$ cat config.mk
export PLATFORM = sky130hd
export DESIGN_NAME = ifla_ram
export DESIGN_NICKNAME = d
export VERILOG_FILES = /design/src/hw/rtl/ifla_ram.sv
export SDC_FILE = /design/constraint.sdc
export NUM_CORES = 2
export LEC_CHECK = 0
export BUFFER_PORTS_ARGS = -buffer_cell sky130_fd_sc_hd__buf_4
export CAP_MARGIN = 20
export CORE_MARGIN = 1
export CORE_UTILIZATION = 63
export DETAILED_ROUTE_END_ITERATION = 10
export GPL_ROUTABILITY_DRIVEN = 0
export PLACE_DENSITY = 0.79
export SYNTH_ARGS = -nofsm -noshare
export SYNTH_HDL_FRONTEND = slang
export SYNTH_SLANG_ARGS = --single-unit
$ cat constraint.sdc
create_clock -name i_clk -period 2.85 [get_ports i_clk]
set_input_delay 0.285 -clock i_clk [delete_from_list [all_inputs] [get_ports i_clk]]
set_output_delay 0.285 -clock i_clk [all_outputs]
set_load 0.01 [all_outputs]
$ cat src/hw/rtl/ifla_ram.sv
module ifla_ram #(
    parameter int WIDTH = 8,
    parameter int DEPTH = 256
) (
    input  logic                     i_clk,
    input  logic                     i_we,
    input  logic [$clog2(DEPTH)-1:0] i_waddr,
    input  logic [WIDTH-1:0]         i_wdata,
    input  logic [$clog2(DEPTH)-1:0] i_raddr,
    output logic [WIDTH-1:0]         o_rdata
);

    logic [WIDTH-1:0] r_mem [DEPTH];
    logic [WIDTH-1:0] r_rdata;

    // read-first: a read of the entry being written returns the old data
    always_ff @(posedge i_clk) begin
        r_rdata <= r_mem[i_raddr];
        if (i_we) begin
            r_mem[i_waddr] <= i_wdata;
        end
    end

    assign o_rdata = r_rdata;

endmodule

* After elaboration in Yosys (flattened, before gate mapping)
Memory sizes are Yosys's and may differ from the RTL's. A register that Yosys moved wholly into a read port is not among the register bits.
Index checks and enable logic that the tools add are counted.
** Word-level totals
- Bits in registers :: 0
- Memory bits (writable) :: 2048
- Input bits :: 26
- Output and inout bits :: 8
- Word-level logic and storage cells :: 3
- Memories kept :: 1
** Memory list
- r_mem :: words 256, bits a word 8, rd ports 1, clocked after memory_dff 1, write ports 1, line 13 : logic [WIDTH-1:0] r_mem [DEPTH];
** Operators by class
- Multiplexer cells :: 2
** Operators by type and width (count)
- 1-bit two-way mux :: 2

* Logic depth before layout (Yosys ltp)
- Word-level depth :: 2
- Mapped depth :: 11
- Mapped depth without buffers :: 6

* Worst setup path after synthesis
Ideal clock, no wire load.
- Kind :: input-to-reg
- Start point :: input port i_raddr[0]
- End point :: register r_rdata[2], in the netlist o_rdata[2] (read register of r_mem)
- Library setup time :: 131 ps
- Data arrival time :: 2092 ps
- Required time :: 2719 ps
- Setup slack :: 627 ps
- Cell stages on the path :: 9
- Path buffers :: 4
- Cells stage by stage :: buf_6 buf_12 buf_8 buf_2 mux4_2 a22oi_1 a21oi_1 nor4_1 nor4_2
** RTL lines
- from (decl) :: line 9 : input logic [$clog2(DEPTH)-1:0] i_raddr,
- to (decl) :: line 14 : logic [WIDTH-1:0] r_rdata;

==> results_dict.tcl <==
set metrics [dict create \
    drcViolationCount 0 \
    initial_utilization_pct 63.44 \
    cp_max_fo 1 \
    grt_usage_pct 33.13 \
    fp.dieH_um 357.4 \
    ioPinCount 34 \
    core_area_sq_um 125400 \
    slew_viol_final 0 \
    ys_seq_elements 2056 \
    clk_pin_slew_ns 0.07 \
    worst_slew_pin_slew_ns 0.8857 \
    clk_path_buf_depth 3 \
    syn_area_sq_um 79560 \
    fin_worst_skew_ns 0.03727 \
    cts_setup_buffers 0 \
    drt_first_pass_iters 8 \
    drtIter0Drc 7246 \
    io_buffers 33 \
    grt_pass1_wl_mm 298.2 \
    pwr_density_cell_nw_per_um2 675.9 \
    cp.required_ns 3.52 \
    netlist_instances 3733 \
    antennaDiodeCount 0 \
    post-place-ws_ns -0.3631 \
    final_area_sq_um 91570 \
    slew-limit-headroom_pct 40.41 \
    whs_ns 0.04697 \
    yosysWarnings 0 \
    clock-root-buffer "clkbuf_16" \
    dpl.hpwl_mm 124.9 \
    clk_latency_ns 0.85 \
    ys_seq_area_share_pct 77.50 \
    cts.sink_count 2056 \
    rr_endpoint "o_rdata[7]" \
    placed_area_sq_um 85380 \
    min_path_cells 1 \
    wirelength_mm 208.2 \
    start_kind "flip-flop" \
    htreeDepth 4 \
    grt_pass1_vias 43233 \
    rr_worst_depth 7 \
    cts_tree "yes" \
    r2r-start "r_mem[138][7]" \
    antenna_found_initial 8 \
    critPathKind "flip-flop to flip-flop" \
    ir_drop_mv 0.7757 \
    grt_max_degree 102 \
    drive_gt1_share_pct 30.09 \
    yosysUniqueCellTypes 55 \
    fmax_ghz 0.3572 \
    final_net_count 4312 \
    finalCritPeriodShare_pct 98.23 \
    vias 43113 \
    num_rows 130 \
    hp-class "primary input to flip-flop" \
    numCtsBuffers 192 \
    synth_top_flop_cell "edfxtp_1" \
    synthesis.nets 3759 \
    drv_cap 0 \
    dieArea_sq_um 127700 \
    outcome "finished, final reports clean" \
    setup_viol 0 \
    wl_per_cell_um 34.13 \
    r2r_setup_slack_ns 0.05 \
    worst_setup_path_end_kind "flip-flop" \
    ant_nets 0 \
    layout_min_cycle_time_ns 2.799 \
    area.growth.synth_to_final_pct 15.11 \
    min_to "r_mem[62][7]" \
    rsz0062_at_grt "no" \
    hp-start "i_wdata[7]" \
    critPathArrivalTime_ns 3.47 \
    power.leakage_uw 0.02958 \
    finalHoldViolCount 0 \
    setup_tns_ns 0 \
    async_flop_share_pct 0 \
    setup_ws_ns 0.05057 \
    overflow 0 \
    vias_per_cell 7.068 \
    synth_edf_count 2048 \
    syn_avg_cell_area_sq_um 21.31 \
    die_w_um 357.4 \
]
==> through the flow <==
step / utilization [%] / cells / total power (uW)
5_1_grt: 73.02 / 6100 / 63220
2_1_floorplan: - / 3733 / 35630
3_5_place_dp: 68.09 / 5735 / 37280
3_3_place_gp: 68.09 / 5735 / 37190
6_report: 73.02 / 6100 / 61900
4_1_cts: 73.01 / 6099 / 61950
==> final cells by class <==
type,instances,area [sq um]
multi-input cells,1442,16480
fillers,6571,33830
well taps,1650,2064
inverters,2,7.507
repair buffers,592,5248
flip-flops and latches,2056,61660
clock buffers,229,5071
clock inverters,129,1047
==> cells by family (layout without fill, tap and decap cells) <==
logic type / count (synthesis) / in the layout / synth area share (%)
compound gates: 385 / 385 / 3.419
buf+inv: 235 / 952 / 1.831
flops: 2056 / 2056 / 77.50
mux: 591 / 591 / 14.62
simple gates: 466 / 466 / 2.628
==> placed cells by master (no fill, tap or decap), types with 4 or more instances in the layout <==
master,instances
nor4_2,4
a22o_1,8
clkinv_1,49
o221ai_1,46
edfxtp_1,2048
a22oi_1,133
nor2b_1,28
a221oi_1,13
nor3_1,22
a21oi_1,96
clkbuf_16,198
bufinv_16,14
a211oi_1,16
dfxtp_1,8
o211ai_1,10
clkbuf_1,31
and2_1,6
nor4_1,23
nand2_1,33
mux2i_1,134
o22a_1,5
mux4_2,454
buf_12,58
o32ai_1,4
or2_2,4
clkbuf_8,8
nor2_1,279
o21ai_0,10
nand2b_1,8
dlygate4sd3_1,6
clkinv_2,51
clkinvlp_4,4
nand3_1,34
o22ai_1,28
buf_4,517
nand4_1,10
==> per-layer routing <==
layer	vias to the layer above	global-route usage [%]	wire length, um
li1	16781	-	-
met1	22000	43.92	70230
met2	3640	51.85	99860
met3	680	9.122	26980
met4	12	15.42	11020
met5	-	0	74
==> worst max-delay path by stage <==
stage,slack [ns],end,cells past startpoint,startpoint
after floorplan,0.63,o_rdata[2],9,i_raddr[0]
after global placement,-0.38,o_rdata[4],12,i_raddr[0]
after detailed placement,-0.36,o_rdata[4],12,i_raddr[0]
after CTS,0.03,o_rdata[7],7,r_mem[138][7]
after global routing,0.03,o_rdata[7],7,r_mem[131][7]
final,0.05,o_rdata[7],7,r_mem[138][7]
==> power by group <==
| part | internal, uW | total [uW] | switching, uW |
|---|---|---|---|
| logic | 1280 | 3370 | 2080 |
| registers | 33300 | 33400 | 75.4 |
| clock network | 14000 | 25100 | 11200 |
==> synthesized netlist by cell type, types with 3 or more instances <==
cell type / instances / area share (%)
buf_12: 8 / 0.20
buf_8: 13 / 0.25
buf_6: 21 / 0.30
or2_2: 4 / 0.031
a221oi_1: 13 / 0.14
o32ai_1: 4 / 0.044
o21ai_0: 10 / 0.063
nor2b_1: 31 / 0.24
dfxtp_1: 8 / 0.20
edfxtp_1: 2048 / 77
nor4_1: 24 / 0.19
a22o_1: 8 / 0.088
nor2_1: 282 / 1.3
buf_1: 22 / 0.10
mux4_2: 454 / 13
nor3_1: 22 / 0.14
a21oi_1: 96 / 0.60
o211ai_1: 10 / 0.094
nor4_2: 3 / 0.047
clkbuf_1: 111 / 0.52
mux2i_1: 134 / 1.7
buf_4: 27 / 0.25
a211oi_1: 16 / 0.15
nand2_1: 33 / 0.16
nand3_1: 34 / 0.21
o221ai_1: 46 / 0.51
buf_2: 31 / 0.20
o22a_1: 5 / 0.055
and2_1: 6 / 0.047
nand2b_1: 8 / 0.063
o22ai_1: 28 / 0.22
a22oi_1: 133 / 1.3
nand4_1: 10 / 0.079
==> state kept, by name, indices dropped and copies added, names as in the netlist <==
| signal | cells |
|---|---|
| o_rdata | 8 |
| r_mem | 2048 |
==> worst max-delay path, stage by stage, from the launching register on <==
cell and delay [ns]:
edfxtp_1 0.39, mux4_2 0.51, mux4_2 0.54, nor2_1 0.16, a2111oi_2 0.08, buf_4 0.17, nor3_1 0.61, nor4_1 0.18
==> what timing repair did <==
| item | in CTS | in global routing |
|---|---|---|
| hold endpoints to repair | 145 | 0 |
| setup endpoints to repair | 0 | 1 |
| hold buffers | 6 | 0 |
| gates resized for setup | 0 | 1 |
No activity file was read; power rests on OpenSTA's default activity.
